### config.mk
export PLATFORM = sky130hd
export DESIGN_NAME = timestamped_first_order_lowpass
export DESIGN_NICKNAME = d
export VERILOG_FILES = /design/src/rtl/tfol_pkg.sv /design/src/rtl/timestamped_first_order_lowpass.sv /design/src/rtl/tfol_divmul.sv
export VERILOG_INCLUDE_DIRS = /design/src /design/src/rtl
export SDC_FILE = /design/constraint.sdc
export NUM_CORES = 1
export LEC_CHECK = 0
export BUFFER_PORTS_ARGS = -buffer_cell sky130_fd_sc_hd__clkbuf_2
export CORE_ASPECT_RATIO = 0.6
export CORE_MARGIN = 5
export CORE_UTILIZATION = 56
export CTS_CLUSTER_SIZE = 10
export DETAILED_ROUTE_END_ITERATION = 6
export HOLD_SLACK_MARGIN = 0.05
export PLACE_DENSITY = 0.89
export SLEW_MARGIN = 5
export SYNTH_ARGS = -nofsm -noshare
export SYNTH_HDL_FRONTEND = slang
export SYNTH_SLANG_ARGS = --single-unit
### constraint.sdc
create_clock -name i_clk -period 4.7 [get_ports i_clk]
set_input_delay 0.94 -clock i_clk [delete_from_list [all_inputs] [get_ports i_clk]]
set_output_delay 0.94 -clock i_clk [all_outputs]
set_load 0.03 [all_outputs]
### src/rtl/timestamped_first_order_lowpass_defines.svh
// assertion macros for the timestamped first-order low-pass block
// no dependencies; included by files that carry concurrent checks
`ifndef TIMESTAMPED_FIRST_ORDER_LOWPASS_DEFINES_SVH
`define TIMESTAMPED_FIRST_ORDER_LOWPASS_DEFINES_SVH

// same-cycle implication, disabled while reset is asserted
`define TFOL_ASSERT_IMP(label, clk, rst_n, ante, cons) \
    label: assert property (@(posedge clk) disable iff (!rst_n) (ante) |-> (cons)) \
        else $error("tfol: same-cycle check failed");

// next-cycle implication, disabled while reset is asserted
`define TFOL_ASSERT_NXT(label, clk, rst_n, ante, cons) \
    label: assert property (@(posedge clk) disable iff (!rst_n) (ante) |=> (cons)) \
        else $error("tfol: next-cycle check failed");

`endif

### src/rtl/tfol_pkg.sv
// shared widths, register indexes and word types for the low-pass block
// no dependencies; imported by tfol_divmul and the top level
package tfol_pkg;

    localparam int SAMPLE_BITS     = 24;
    localparam int ALPHA_FRAC_BITS = 16;
    localparam int TC_BITS         = 20;
    localparam int TIME_BITS       = 32;
    localparam int RESYNC_US       = 300000;

    // dt after the resync check fits in this many bits
    localparam int DT_BITS  = $clog2(RESYNC_US + 1);
    // tc + dt, with dt never wider than tc
    localparam int DEN_BITS = TC_BITS + 1;
    // (tc << F) + den/2
    localparam int NUM_BITS = TC_BITS + ALPHA_FRAC_BITS + 1;
    // alpha has one integer bit
    localparam int Q_BITS   = ALPHA_FRAC_BITS + 1;
    // exact product alpha * (last - sample)
    localparam int ACC_BITS = SAMPLE_BITS + 1 + Q_BITS + 1;
    localparam int CNT_BITS = $clog2(Q_BITS);

    localparam int CFG_INDEX_BITS = 2;
    localparam int CFG_DATA_BITS  = 32;

    localparam logic [CFG_INDEX_BITS-1:0] REG_TIME_CONSTANT  = CFG_INDEX_BITS'(0);
    localparam logic [CFG_INDEX_BITS-1:0] REG_INITIAL_OUTPUT = CFG_INDEX_BITS'(1);

    typedef struct packed {
        logic signed [SAMPLE_BITS-1:0] sample;
        logic [TIME_BITS-1:0]          now_us;
    } t_in_word;

    typedef struct packed {
        logic signed [SAMPLE_BITS-1:0] filtered;
        logic                          passed_through;
    } t_out_word;

    // control from the sequencer to the serial datapath
    typedef struct packed {
        logic load;
        logic step;
    } t_dm_ctrl;

endpackage

### src/rtl/timestamped_first_order_lowpass.sv
// top level of the timestamped first-order low-pass filter
// depends on tfol_pkg, tfol_divmul and the defines header
//
//   channel | direction | handshake               | word
//   --------+-----------+-------------------------+-------------------------------
//   in      | in        | i_in_valid / o_in_ready | i_in_word  (sample, now_us)
//   out     | out       | o_out_valid/ i_out_ready| o_out_word (filtered, passed)
//   cfg     | in        | i_cfg_valid/ o_cfg_ready| i_cfg_index, i_cfg_data
//
// a filtered word passes from acceptance to o_out_valid through check, setup,
// 17 shared divide/multiply steps (one alpha bit each), one multiply tail and round.
// bypass and resync words go from the check state straight into the output register.
// a new word is accepted only once the result has moved into the output register.
// a stalled output holds the sequencer in its last state; reset is synchronous.
`include "timestamped_first_order_lowpass_defines.svh"

module timestamped_first_order_lowpass (
    input  logic                                   i_clk,
    input  logic                                   i_rst_n,
    input  logic                                   i_in_valid,
    output logic                                   o_in_ready,
    input  tfol_pkg::t_in_word                     i_in_word,
    output logic                                   o_out_valid,
    input  logic                                   i_out_ready,
    output tfol_pkg::t_out_word                    o_out_word,
    input  logic                                   i_cfg_valid,
    output logic                                   o_cfg_ready,
    input  logic [tfol_pkg::CFG_INDEX_BITS-1:0]    i_cfg_index,
    input  logic [tfol_pkg::CFG_DATA_BITS-1:0]     i_cfg_data
);
    import tfol_pkg::*;

    typedef enum logic [5:0] {
        S_IDLE   = 6'b000001,
        S_CHECK  = 6'b000010,
        S_SETUP  = 6'b000100,
        S_DIV    = 6'b001000,
        S_MUL    = 6'b010000,
        S_FINISH = 6'b100000
    } t_state;

    t_state                        r_state, n_state;
    logic [CNT_BITS-1:0]           r_cnt;
    logic [TC_BITS-1:0]            r_tc;
    logic signed [SAMPLE_BITS-1:0] r_last_out;
    logic [TIME_BITS-1:0]          r_last_time;
    logic signed [SAMPLE_BITS-1:0] r_x;
    logic [TIME_BITS-1:0]          r_now;
    logic [DT_BITS-1:0]            r_dt;
    logic                          r_out_valid;
    t_out_word                     r_out_word;

    logic                          in_acc;
    logic                          out_free;
    logic                          bypass;
    logic                          stale;
    logic [TIME_BITS-1:0]          dt_full;
    logic                          out_load;
    logic                          upd_state;
    logic                          cfg_tc;
    logic                          cfg_init;
    logic signed [SAMPLE_BITS-1:0] y;
    logic signed [SAMPLE_BITS-1:0] res_val;
    logic signed [ACC_BITS-1:0]    acc;
    t_dm_ctrl                      dm_ctrl;

    // handshakes
    assign in_acc      = i_in_valid && o_in_ready;
    assign o_in_ready  = (r_state == S_IDLE);
    assign out_free    = !r_out_valid || i_out_ready;
    assign o_cfg_ready = 1'b1;
    assign cfg_tc      = i_cfg_valid && (i_cfg_index == REG_TIME_CONSTANT);
    assign cfg_init    = i_cfg_valid && (i_cfg_index == REG_INITIAL_OUTPUT);

    // elapsed time and bypass decisions
    assign dt_full = r_now - r_last_time;
    assign stale   = (dt_full > TIME_BITS'(RESYNC_US));
    assign bypass  = (r_tc == '0);

    // round half up and add to the sample; the sum lies between sample and last
    assign y = r_x + acc[ALPHA_FRAC_BITS +: SAMPLE_BITS]
                   + SAMPLE_BITS'(acc[ALPHA_FRAC_BITS-1]);

    assign out_load  = out_free && (((r_state == S_CHECK) && (bypass || stale))
                                    || (r_state == S_FINISH));
    assign upd_state = out_load && !((r_state == S_CHECK) && bypass);
    assign res_val   = (r_state == S_FINISH) ? y : r_x;

    assign dm_ctrl.load = (r_state == S_SETUP);
    assign dm_ctrl.step = (r_state == S_DIV) || (r_state == S_MUL);

    // sequencer
    always_comb begin
        n_state = r_state;
        case (r_state)
            S_IDLE: begin
                if (in_acc) n_state = S_CHECK;
            end
            S_CHECK: begin
                if (bypass || stale) begin
                    if (out_free) n_state = S_IDLE;
                end else begin
                    n_state = S_SETUP;
                end
            end
            S_SETUP:  n_state = S_DIV;
            S_DIV: begin
                if (r_cnt == '0) n_state = S_MUL;
            end
            S_MUL:    n_state = S_FINISH;
            S_FINISH: begin
                if (out_free) n_state = S_IDLE;
            end
            default:  n_state = S_IDLE;
        endcase
    end

    // control and filter state
    always_ff @(posedge i_clk) begin
        if (!i_rst_n) begin
            r_state     <= S_IDLE;
            r_out_valid <= 1'b0;
            r_tc        <= '0;
            r_last_out  <= '0;
            r_last_time <= '0;
        end else begin
            r_state <= n_state;
            if (out_load) begin
                r_out_valid <= 1'b1;
            end else if (i_out_ready) begin
                r_out_valid <= 1'b0;
            end
            if (cfg_tc) r_tc <= i_cfg_data[TC_BITS-1:0];
            if (cfg_init) begin
                r_last_out  <= i_cfg_data[SAMPLE_BITS-1:0];
                r_last_time <= '0;
            end else if (upd_state) begin
                r_last_out  <= res_val;
                r_last_time <= r_now;
            end
        end
    end

    // word capture, step counter, output word
    always_ff @(posedge i_clk) begin
        if (in_acc) begin
            r_x   <= i_in_word.sample;
            r_now <= i_in_word.now_us;
        end
        if (r_state == S_CHECK) r_dt <= dt_full[DT_BITS-1:0];
        if (r_state == S_SETUP) begin
            r_cnt <= CNT_BITS'(Q_BITS - 1);
        end else if (r_state == S_DIV) begin
            r_cnt <= r_cnt - CNT_BITS'(1);
        end
        if (out_load) begin
            r_out_word.filtered       <= res_val;
            r_out_word.passed_through <= (r_state == S_CHECK);
        end
    end

    assign o_out_valid = r_out_valid;
    assign o_out_word  = r_out_word;

    // serial alpha and product datapath
    tfol_divmul u_divmul (
        .i_clk    (i_clk),
        .i_ctrl   (dm_ctrl),
        .i_tc     (r_tc),
        .i_dt     (r_dt),
        .i_last   (r_last_out),
        .i_sample (r_x),
        .o_acc    (acc)
    );

    // checks
    `TFOL_ASSERT_NXT(a_div_to_mul, i_clk, i_rst_n, (r_state == S_DIV) && (r_cnt == '0), r_state == S_MUL)
    `TFOL_ASSERT_NXT(a_bypass_word, i_clk, i_rst_n, (r_state == S_CHECK) && bypass && out_free, o_out_valid && o_out_word.passed_through)
    `TFOL_ASSERT_NXT(a_time_held, i_clk, i_rst_n, !upd_state && !cfg_init, $stable(r_last_time))

endmodule

### src/rtl/tfol_divmul.sv
// bit-serial alpha divider feeding a bit-serial multiplier
// depends on tfol_pkg; one quotient bit and one product step per cycle
module tfol_divmul (
    input  logic                                 i_clk,
    input  tfol_pkg::t_dm_ctrl                   i_ctrl,
    input  logic [tfol_pkg::TC_BITS-1:0]         i_tc,
    input  logic [tfol_pkg::DT_BITS-1:0]         i_dt,
    input  logic signed [tfol_pkg::SAMPLE_BITS-1:0] i_last,
    input  logic signed [tfol_pkg::SAMPLE_BITS-1:0] i_sample,
    output logic signed [tfol_pkg::ACC_BITS-1:0] o_acc
);
    import tfol_pkg::*;

    logic [DEN_BITS-1:0]           r_den;
    logic [DEN_BITS-1:0]           r_rem;
    logic [Q_BITS-1:0]             r_num_lo;
    logic                          r_q;
    logic signed [SAMPLE_BITS:0]   r_diff;
    logic signed [ACC_BITS-1:0]    r_acc;

    logic [DEN_BITS-1:0]           den_sum;
    logic [NUM_BITS-1:0]           num_init;
    logic [DEN_BITS:0]             trial;
    logic                          take;
    logic signed [SAMPLE_BITS:0]   diff_next;
    logic signed [ACC_BITS-1:0]    addend;

    // setup values: denominator, rounded dividend, difference
    assign den_sum   = DEN_BITS'(i_tc) + DEN_BITS'(i_dt);
    assign num_init  = NUM_BITS'({i_tc, {ALPHA_FRAC_BITS{1'b0}}}) + NUM_BITS'(den_sum >> 1);
    assign diff_next = (SAMPLE_BITS + 1)'(i_last) - (SAMPLE_BITS + 1)'(i_sample);

    // restoring division step, dividend bits enter msb first
    assign trial = {r_rem, r_num_lo[Q_BITS-1]};
    assign take  = (trial >= {1'b0, r_den});

    // quotient bit from the previous step drives the msb-first multiply
    assign addend = r_q ? ACC_BITS'(r_diff) : '0;

    always_ff @(posedge i_clk) begin
        if (i_ctrl.load) begin
            r_den    <= den_sum;
            r_rem    <= DEN_BITS'(num_init[NUM_BITS-1 -: TC_BITS]);
            r_num_lo <= num_init[Q_BITS-1:0];
            r_q      <= 1'b0;
            r_diff   <= diff_next;
            r_acc    <= '0;
        end else if (i_ctrl.step) begin
            r_rem    <= take ? DEN_BITS'(trial - {1'b0, r_den}) : DEN_BITS'(trial);
            r_num_lo <= {r_num_lo[Q_BITS-2:0], 1'b0};
            r_q      <= take;
            r_acc    <= (r_acc <<< 1) + addend;
        end
    end

    assign o_acc = r_acc;

endmodule
# Word-level counts from Yosys, hierarchy flattened
# Index checks and enable logic that the tools add are counted.
classes:
  eq_ne: 9
  bitwise: 1
  reduce_logical: 21
  n_addsub: 9
  mux: 16
  magnitude_cmp: 2
op_table:
  columns: ["operator", "count"]
  rows:
  - ["two-way mux 24 bit", 3]
  - ["adder 40 bit", 1]
  - ["two-way mux 20 bit", 2]
  - ["two-way mux 40 bit", 1]
  - ["adder 36 x 20 -> 37 bit", 1]
  - ["one-hot mux 6 bit (6 select lines)", 1]
  - ["two-way mux 17 bit", 2]
  - ["greater-than comparator 32 x 19 -> 1 bit, second input constant", 1]
  - ["subtractor 32 bit", 1]
  - ["subtractor 24 x 24 -> 25 bit", 1]
  - ["adder 24 x 1 -> 24 bit", 1]
  - ["adder 24 bit", 1]
  - ["two-way mux 6 bit", 4]
  - ["greater-or-equal comparator 22 x 21 -> 1 bit", 1]
  - ["adder 20 x 19 -> 21 bit", 1]
  - ["two-way mux 21 bit", 1]
  - ["subtractor 21 bit", 1]
  - ["logical NOT 20 bit", 1]
  - ["logical AND 1 bit", 7]
  - ["equality test 6 x 1 -> 1 bit, second input constant", 1]
  - ["equality test 6 x 2 -> 1 bit, second input constant", 1]
  - ["equality test 6 x 3 -> 1 bit, second input constant", 1]
  - ["equality test 6 x 4 -> 1 bit, second input constant", 1]
  - ["equality test 6 x 5 -> 1 bit, second input constant", 1]
  - ["other kinds (13)", 21]
totals:
  inputBits: 95
  register_bits: 313
  elab_cells: 76

# Depth between registers and ports, before layout
# Gate-level depths: netlist of run 1.
logic_depth:
  depth_word: 9
  depth_mapped: 23
  ltp_nobuf: 23

# Modules after synthesis
# A second synthesis of run 1 with hierarchy kept.
unflattened:
  hier_cells: 2285
  hier_area_um2: 20946.3
modules_own_cells:
  columns: ["module", "cells_each", "n_inst", "seq_area_each_um2", "area_per_inst_um2"]
  rows:
  - ["timestamped_first_order_lowpass", 1140, 1, 4764.6, 10606.4]
  - ["tfol_divmul", 1145, 1, 3393.3, 10339.9]

# Worst setup path before layout of run 1
# No wires, ideal clock.
synth_path:
  path_kind: "register to register"
  startpoint: "register r_tc[1]"
  endpoint: "register u_divmul.r_rem[17], data pin"
  arrival_ns: 4.131
  period_less_slack_ns: 4.401
  path_stages_with_launch: 23
  path_buffers: 0
  slack_ns: 0.299
  path_cell_list: "dfxtp_1 ha_1 a21o_1 a21oi_1 o21ai_0 a21oi_1 o21ai_0 a41oi_1 a211oi_1 a2111oi_0 nor3_1 a21o_1 a21oi_1 xnor2_1 ha_1 a21o_1 a21oi_1 nor2b_1 nor2b_1 nand3_1 xnor2_1 nor2_1 a21oi_1"
synth_between:
  elab_chain_len: 3
synth_rtl:
  columns: ["item", "line_no", "rtl"]
  rows:
  - ["start, declared", "timestamped_first_order_lowpass.sv:44", "logic [TC_BITS-1:0] r_tc;"]
  - ["start signal, assigned", "timestamped_first_order_lowpass.sv:133", "if (cfg_tc) r_tc <= i_cfg_data[TC_BITS-1:0];"]
  - ["adder 20 x 19 -> 21 bit", "tfol_divmul.sv:29", "assign den_sum = DEN_BITS'(i_tc) + DEN_BITS'(i_dt);"]
  - ["named net u_divmul.den_sum[19]", "tfol_divmul.sv:21", "logic [DEN_BITS-1:0] den_sum;"]
  - ["adder 36 x 20 -> 37 bit", "tfol_divmul.sv:30", "assign num_init = NUM_BITS'({i_tc, {ALPHA_FRAC_BITS{1'b0}}}) + NUM_BITS'(den_sum >> 1);"]
  - ["two-way mux 20 bit", "tfol_divmul.sv:41", "if (i_ctrl.load) begin"]
  - ["end signal, assigned", "tfol_divmul.sv:43", "r_rem <= DEN_BITS'(num_init[NUM_BITS-1 -: TC_BITS]);"]
  - ["end signal, assigned", "tfol_divmul.sv:49", "r_rem <= take ? DEN_BITS'(trial - {1'b0, r_den}) : DEN_BITS'(trial);"]
  - ["end, declared", "tfol_divmul.sv:15", "logic [DEN_BITS-1:0] r_rem;"]
# The timed path passes the listed nets, and every way through them passes these cells.
# A chain may end at the register's enable or synchronous reset.

# Worst setup path after layout of run 1
layout_path:
  startpoint: "register r_dt[0]"
  endpoint: "register u_divmul.r_rem[16], data pin"
layout_between:
  elab_chain_len: 3
layout_rtl:
  columns: ["item", "line_no", "rtl"]
  rows:
  - ["start, declared", "timestamped_first_order_lowpass.sv:49", "logic [DT_BITS-1:0] r_dt;"]
  - ["start signal, assigned", "timestamped_first_order_lowpass.sv:150", "if (r_state == S_CHECK) r_dt <= dt_full[DT_BITS-1:0];"]
  - ["adder 20 x 19 -> 21 bit", "tfol_divmul.sv:29", null]
  - ["named net u_divmul.den_sum[20]", "tfol_divmul.sv:21", null]
  - ["adder 36 x 20 -> 37 bit", "tfol_divmul.sv:30", null]
  - ["two-way mux 20 bit", "tfol_divmul.sv:41", null]
# The timed path passes the listed nets, and every way through them passes these cells.

==> flow_summary.yaml, run 1 <==
status:
  status: "finished, final reports clean"
final_layout:
  syn_to_final_growth_pct: 13.0
  fillers: 2624
  seq_area_sq_um: 8100
  layout.cells.non_filler: 2830
  drive_above_1_share: 0.121
  multiInputGateArea_sq_um: 11100
  fin_util: 0.643
  final_nets: 2596
  n_antenna_cell: 0
floorplanning:
  dieArea_sq_um: 39700
  rows: 53
  core_area_sq_um: 35100
  die_w_um: 254
  ioPinCount: 123
  initial_core_util: 0.569
  die_h_um: 156
cts:
  cts_tree: "done"
  clk_path_buf_depth: 3
  ctsHtreeMaxLevel: 2
  clk_pin_slew_ns: 0.06
  cts-buffers-inserted: 38
  cts_root_buf: "clkbuf_16"
  hold_buffers: 0
  clk-insertion-delay-late_ns: 0.54
  clock_sinks: 313
synthesis:
  synth_fp_nets: 2468
  yosysWarnings: 0
  yosysSeqAreaShare: 0.406
  ys_seq_elements: 313
  syn-cell-area_sq_um: 20000
  synthArstFlopShare: 0
  synth-main-ff-cell: "edfxtp_1"
  syn_avg_cell_area_sq_um: 9.06
  synth_edf_count: 183
  syn_inst: 2205
  synth_cell_types: 80
hold_path:
  min_path_type: "flip-flop to flip-flop"
  holdPathStages: 2
sta:
  drv_slew: 0
  fin_worst_skew_ns: 0.0227
  clock.fmax_mhz: 215
  relSlewSlack: 0.0965
  tightest_slew_ns: 1.35
  final-hold-violation-count: 0
  setup_violations: 0
  fin_crit_sh: 0.988
  fin_crit_ns: 4.65
place:
  dpl.hpwl_mm: 43.8
  io_buffers: 113
  placedCellCount: 2755
  gp_congestion: 0.985
power:
  p_per_area_nw_per_um2: 295
  pwr-share-seq: 0.458
  leakage_nw: 9.32
  ir_drop_mv: 0.302
  power.switching_mw: 1.71
  power_switching_share: 0.256
  p_int_mw: 4.96
  p_total_mw: 6.66
  power_frac_clock: 0.416
  pwr-share-comb: 0.126
setup_path:
  worstRegToRegCells: 23
  end_kind: "flip-flop"
  arrival_ns: 4.89
  required_ns: 4.94
  r2r_slack_ns: 0.05
  criticalPathCategory: "flip-flop to flip-flop"
  path_max_fanout: 7
  critPathLaunchType: "flip-flop"
job:
  max_cap_violations: 0
global_route:
  grt_max_degree: 64
  grt_use_total: 0.283
  grt_pass1_vias: 16600
  grt_overflow: 0
  antenna_found_initial: 0
  grt_pass1_wl_mm: 90.1
routing:
  post_drt_via_cell_ratio: 6.35
  post_drt_wl_per_cell_um: 20.6
  vias: 18000
  drt_wl_total_mm: 58.4
  drt_iter0_drc: 2259
  drtPass1Iterations: 6
  postRouteAntennaNets: 0
  drc: 0
-- metal layers --
layer | routed length, um | part of all wire | track usage
met1 | 25600 | 0.44 | 0.436
met5 | 0 | 0 | 0
met4 | 1120 | 0.019 | 0.0593
met3 | 8030 | 0.14 | 0.0723
met2 | 23700 | 0.40 | 0.403
-- final cells by class --
class	instances	share of cell area
sequential	313	0.359
multi-input combinational	1670	0.494
clock inverter	2	0.000610
clock buffer	68	0.0513
tap	467	0.0259
timing repair buffer	177	0.0471
inverter	133	0.0223
-- cells by family after synthesis --
| logic type | count (synthesis) | synth area share |
|---|---|---|
| and+or+nand+nor | 723 | 0.176 |
| AOI/OAI and AO/OA | 629 | 0.200 |
| DFF | 313 | 0.406 |
| buffers and inverters | 222 | 0.0442 |
| adders and majority gates | 168 | 0.108 |
| xor gates and xnor gates | 139 | 0.0610 |
| muxes | 10 | 0.00520 |
| other | 1 | 0.000188 |
-- state kept, by name (all words and copies together), names as in the netlist --
signal	flops
r_dt	19
u_divmul.r_rem	21
r_last_time	32
u_divmul.r_den	21
u_divmul.r_q	1
u_divmul.r_num_lo	17
r_x	24
r_state	6
u_divmul.o_acc	40
r_last_out	24
r_now	32
o_out_word	25
r_tc	20
o_out_valid	1
r_cnt	5
u_divmul.r_diff	25
-- worst max-delay path, stage by stage, from the launching register on --
cell and delay [ns]:
edfxtp_1 0.41, ha_1 0.21, inv_1 0.07, fa_1 0.21
nor2b_1 0.06, o21ai_1 0.26, a21boi_2 0.12, o21ai_2 0.17
a21oi_2 0.08, o21a_1 0.19, o31a_1 0.33, o211ai_1 0.27
a31oi_2 0.22, a21oi_1 0.29, nor2b_2 0.11, ha_1 0.38
nor2b_1 0.17, o21ai_1 0.07, buf_4 0.16, nor2_2 0.15
nand2_1 0.09, xnor2_1 0.15, nand2_1 0.09, o21ai_0 0.08
-- final timing paths --
kind	from	endpoint
hold reg to reg	u_divmul.r_rem[20]	u_divmul.r_rem[20]
setup reg to reg	r_dt[0]	u_divmul.r_rem[16]
hold / removal	u_divmul.r_rem[20]	u_divmul.r_rem[20]
setup / recovery	r_dt[0]	u_divmul.r_rem[16]
-- synthesized netlist by cell type (54+ instances only) --
cell | number | area (sq um)
a21o_1 | 55 | 413
a21oi_1 | 188 | 941
clkbuf_1 | 72 | 270
dfxtp_1 | 130 | 2600
edfxtp_1 | 183 | 5500
ha_1 | 160 | 2000
inv_1 | 131 | 492
nand2_1 | 233 | 875
nand3_1 | 119 | 596
nor2_1 | 124 | 465
o21ai_0 | 144 | 721
xnor2_1 | 85 | 744
xor2_1 | 54 | 473
-- power by group through the flow --
stage / sequential (mW) / clock, mW / combinational, mW
after floorplan: 3.09 / 0 / 0.529
after global placement: 3.10 / 0 / 0.764
after detailed placement: 3.10 / 0 / 0.786
after CTS: 3.04 / 2.81 / 0.795
after global routing: 3.05 / 2.93 / 0.905
final: 3.05 / 2.77 / 0.839
-- timing repair --
| action | in CTS | in global routing |
|---|---|---|
| gates resized for setup | 4 | 34 |
| setup endpoints to repair | 24 | 79 |
| setup buffers | 0 | 5 |
| pin swaps | 0 | 20 |
-- metrics by stage --
stage / area, sq um / setup WS (ns) / hold slack, ns / setup TNS [ns]
after floorplan: 20000 / 0.299 / 0.426 / 0
after global placement: 21200 / 0.0587 / 0.441 / 0
after detailed placement: 21200 / -0.0663 / 0.441 / -0.214
after CTS: 22400 / 0.0131 / 0.451 / 0
after global routing: 22600 / -0.169 / 0.474 / -1.04
final: 22600 / 0.0542 / 0.450 / 0
-- placed cells by master (no fill, tap or decap), types with 8 or more instances in the layout --
cell type,count
edfxtp_1,183
nand3_1,119
and2_1,29
o211ai_1,22
nor2b_1,18
and3_1,30
nor3b_1,8
a21o_1,55
nand4_1,23
nor2_1,123
clkbuf_2,113
a21boi_0,29
nor3_1,33
inv_1,131
clkbuf_1,24
dfxtp_1,130
or3_1,16
or2_2,11
a211oi_1,21
o21bai_1,11
ha_1,158
o31ai_1,13
o21ai_0,141
clkbuf_16,41
nand2_1,232
xnor2_1,85
nand2b_1,20
o2111ai_1,16
nor4_1,14
o21a_1,33
a31oi_1,17
xor2_1,53
a21oi_1,182
buf_4,62
o31a_1,9
Note: power is estimated with default switching activity, not from simulation.
==> inputs of run 2 (changes only) <==
ABC_AREA = 1   (was unset)
CELL_PAD_IN_SITES_DETAIL_PLACEMENT = 1   (was unset)
CELL_PAD_IN_SITES_GLOBAL_PLACEMENT = 1   (was unset)
CORE_UTILIZATION = 42   (was 56)
PLACE_DENSITY = 0.9   (was 0.89)
==> flow_summary.yaml, run 2 <==
power:
  power_switching_share: 0.323
  power_frac_clock: 0.378
  power.switching_mw: 2.51
  leakage_nw: 11.3
  pwr-share-comb: 0.212
  ir_drop_mv: 0.260
  p_int_mw: 5.25
  p_per_area_nw_per_um2: 317
  pwr-share-seq: 0.410
cts:
  clk_pin_slew_ns: 0.06
  hold_buffers: 0
  clk-insertion-delay-late_ns: 0.57
  cts_root_buf: "clkbuf_16"
  clk_path_buf_depth: 3
  cts_tree: "done"
  clock_sinks: 313
  cts-buffers-inserted: 38
  ctsHtreeMaxLevel: 2
status:
  status: "finished, violations left"
  violations: "negative setup slack"
synthesis:
  ys_seq_elements: 313
  yosysSeqAreaShare: 0.383
  synth_edf_count: 183
  synth_area_leaders: "edfxtp_1, dfxtp_1, nand2_1, ha_1, inv_1"
  synth_cell_types: 58
  synth_top_area_share: 0.260
  yosysMostFrequentCell: "nand2_1"
  syn-cell-area_sq_um: 21100
  ys_top_cells_by_count: "nand2_1, inv_1, a21oi_1, nor2_1, edfxtp_1"
  synth_fp_nets: 3026
  syn_avg_cell_area_sq_um: 7.64
  synth_area_leader_cell: "edfxtp_1"
  syn_inst: 2763
  yosysWarnings: 0
  synth-main-ff-cell: "edfxtp_1"
  synthArstFlopShare: 0
setup_path:
  path_common_cell: "buf_4"
  criticalPathCategory: "flip-flop to flip-flop"
  arrival_ns: 5.22
  slowest_delay_ns: 0.40
  r2r_slack_ns: -0.10
  worstRegToRegCells: 31
  required_ns: 5.12
  cpMaxStageDelayCell: "ha_1"
  end_kind: "flip-flop"
  critPathLaunchType: "flip-flop"
  path_max_fanout: 5
final_layout:
  largest_reg_flops: 40
  seq_area_sq_um: 8100
  final_common_cell: "nand2_1"
  final_nets: 3220
  fillers: 6103
  drive_above_1_share: 0.133
  fin_util: 0.493
  syn_to_final_growth_pct: 15.8
  multiInputGateArea_sq_um: 11500
  most-common-layout-cells: "nand2_1, inv_1, a21oi_1"
sta:
  fin_crit_sh: 1.02
  relSlewSlack: 0.254
  setup_violations: 2
  final-hold-violation-count: 0
  drv_slew: 0
  fin_crit_ns: 4.80
  clock.fmax_mhz: 208
  tightest_slew_ns: 1.11
  fin_worst_skew_ns: 0.0290
  fin_tns_setup_ns: -0.151
  fin_ws_ns: -0.102
hold_path:
  holdPathStages: 2
  min_path_type: "flip-flop to flip-flop"
place:
  dpl.hpwl_mm: 64.7
  place_ws_ns: -0.754
  io_buffers: 113
  gp_congestion: 0.976
routing:
  drt_wl_total_mm: 86.1
  post_drt_wl_per_cell_um: 23.6
  drtPass1Iterations: 5
  drc: 0
  vias: 21200
  drt_iter0_drc: 2479
  post_drt_via_cell_ratio: 5.84
  postRouteAntennaNets: 0
global_route:
  grt_pass1_wl_mm: 128
  grt_overflow: 0
  grt_max_degree: 65
  antenna_found_initial: 6
  grt_use_total: 0.300
  grt_pass1_vias: 21300
floorplanning:
  core_area_sq_um: 49600
  die_w_um: 299
  dieArea_sq_um: 55000
  rows: 63
  ioPinCount: 123
  initial_core_util: 0.426
  die_h_um: 184
job:
  max_cap_violations: 0
## run 2: area by class of cell
class,count,area share
Antenna cell,2,0.000205
Clock buffer,66,0.0458
Clock inverter,4,0.00179
Inverter,418,0.0641
Multi-Input combinational cell,1969,0.468
Sequential cell,313,0.331
Tap cell,650,0.0333
Timing Repair Buffer,217,0.0552
## run 2: what timing repair did
item                                    CTS  global route
buffers inserted                         36            12
pin swaps                                19            28
resized for setup                        30            55
endpoints found under the setup margin   11            16
## run 2: worst paths after layout
kind / from / endpoint
min reg2reg: r_last_time[27] / r_last_time[27]
min: r_last_time[27] / r_last_time[27]
max reg2reg: r_dt[9] / u_divmul.r_rem[9]
max: r_dt[9] / u_divmul.r_rem[9]
## run 2: layer usage
layer | part of all wire | wire [um] | global-route usage | vias up
met5 | 0.00043 | 37 | 0 | -
met4 | 0.037 | 3170 | 0.0946 | 6
met3 | 0.11 | 9270 | 0.0795 | 212
met2 | 0.41 | 35100 | 0.434 | 961
met1 | 0.45 | 38500 | 0.437 | 10400
li1 | - | - | - | 9619
## run 2: cell families after synthesis
kind of cell,after synthesis,share of synthesized area
AND/OR/NAND/NOR,1118,0.228
AO/OA/AOI/OAI,582,0.153
buffers and inverters,481,0.0908
flip-flops,313,0.383
adder cells (fa/ha/maj),168,0.102
XOR/XNOR,99,0.0411
other,1,0.000178
multiplexers,1,0.000533
## run 2: per-stage QoR
stage	cell area, sq um	hold WS (ns)	instances	total power, mW
final	24500	0.465	3639	7.75
after global routing	24500	0.486	3638	8.04
after CTS	24200	0.468	3627	7.67
after detailed placement	22600	0.459	3522	4.75
after global placement	22600	0.446	3522	4.66
after floorplan	21100	0.433	2763	4.18
## run 2: power groups by stage
stage               sequential, mW  clock, mW  combinational (mW)
finish                        3.18       2.93                1.65
global route                  3.18       3.08                1.77
CTS                           3.17       2.94                1.56
detailed placement            3.23          0                1.52
global placement              3.22          0                1.44
floorplan                     3.21          0               0.966
## run 2: critical path: cells and delay by family, from the launching register on
| family | cells | cell delay [ns] |
|---|---|---|
| buffers and inverters | 11 | 1.34 |
| adders and majority gates | 3 | 0.92 |
| AOI/OAI and AO/OA | 6 | 0.71 |
| and+or+nand+nor | 10 | 1.01 |
| xor gates and xnor gates | 1 | 0.30 |
| DFF | 1 | 0.38 |
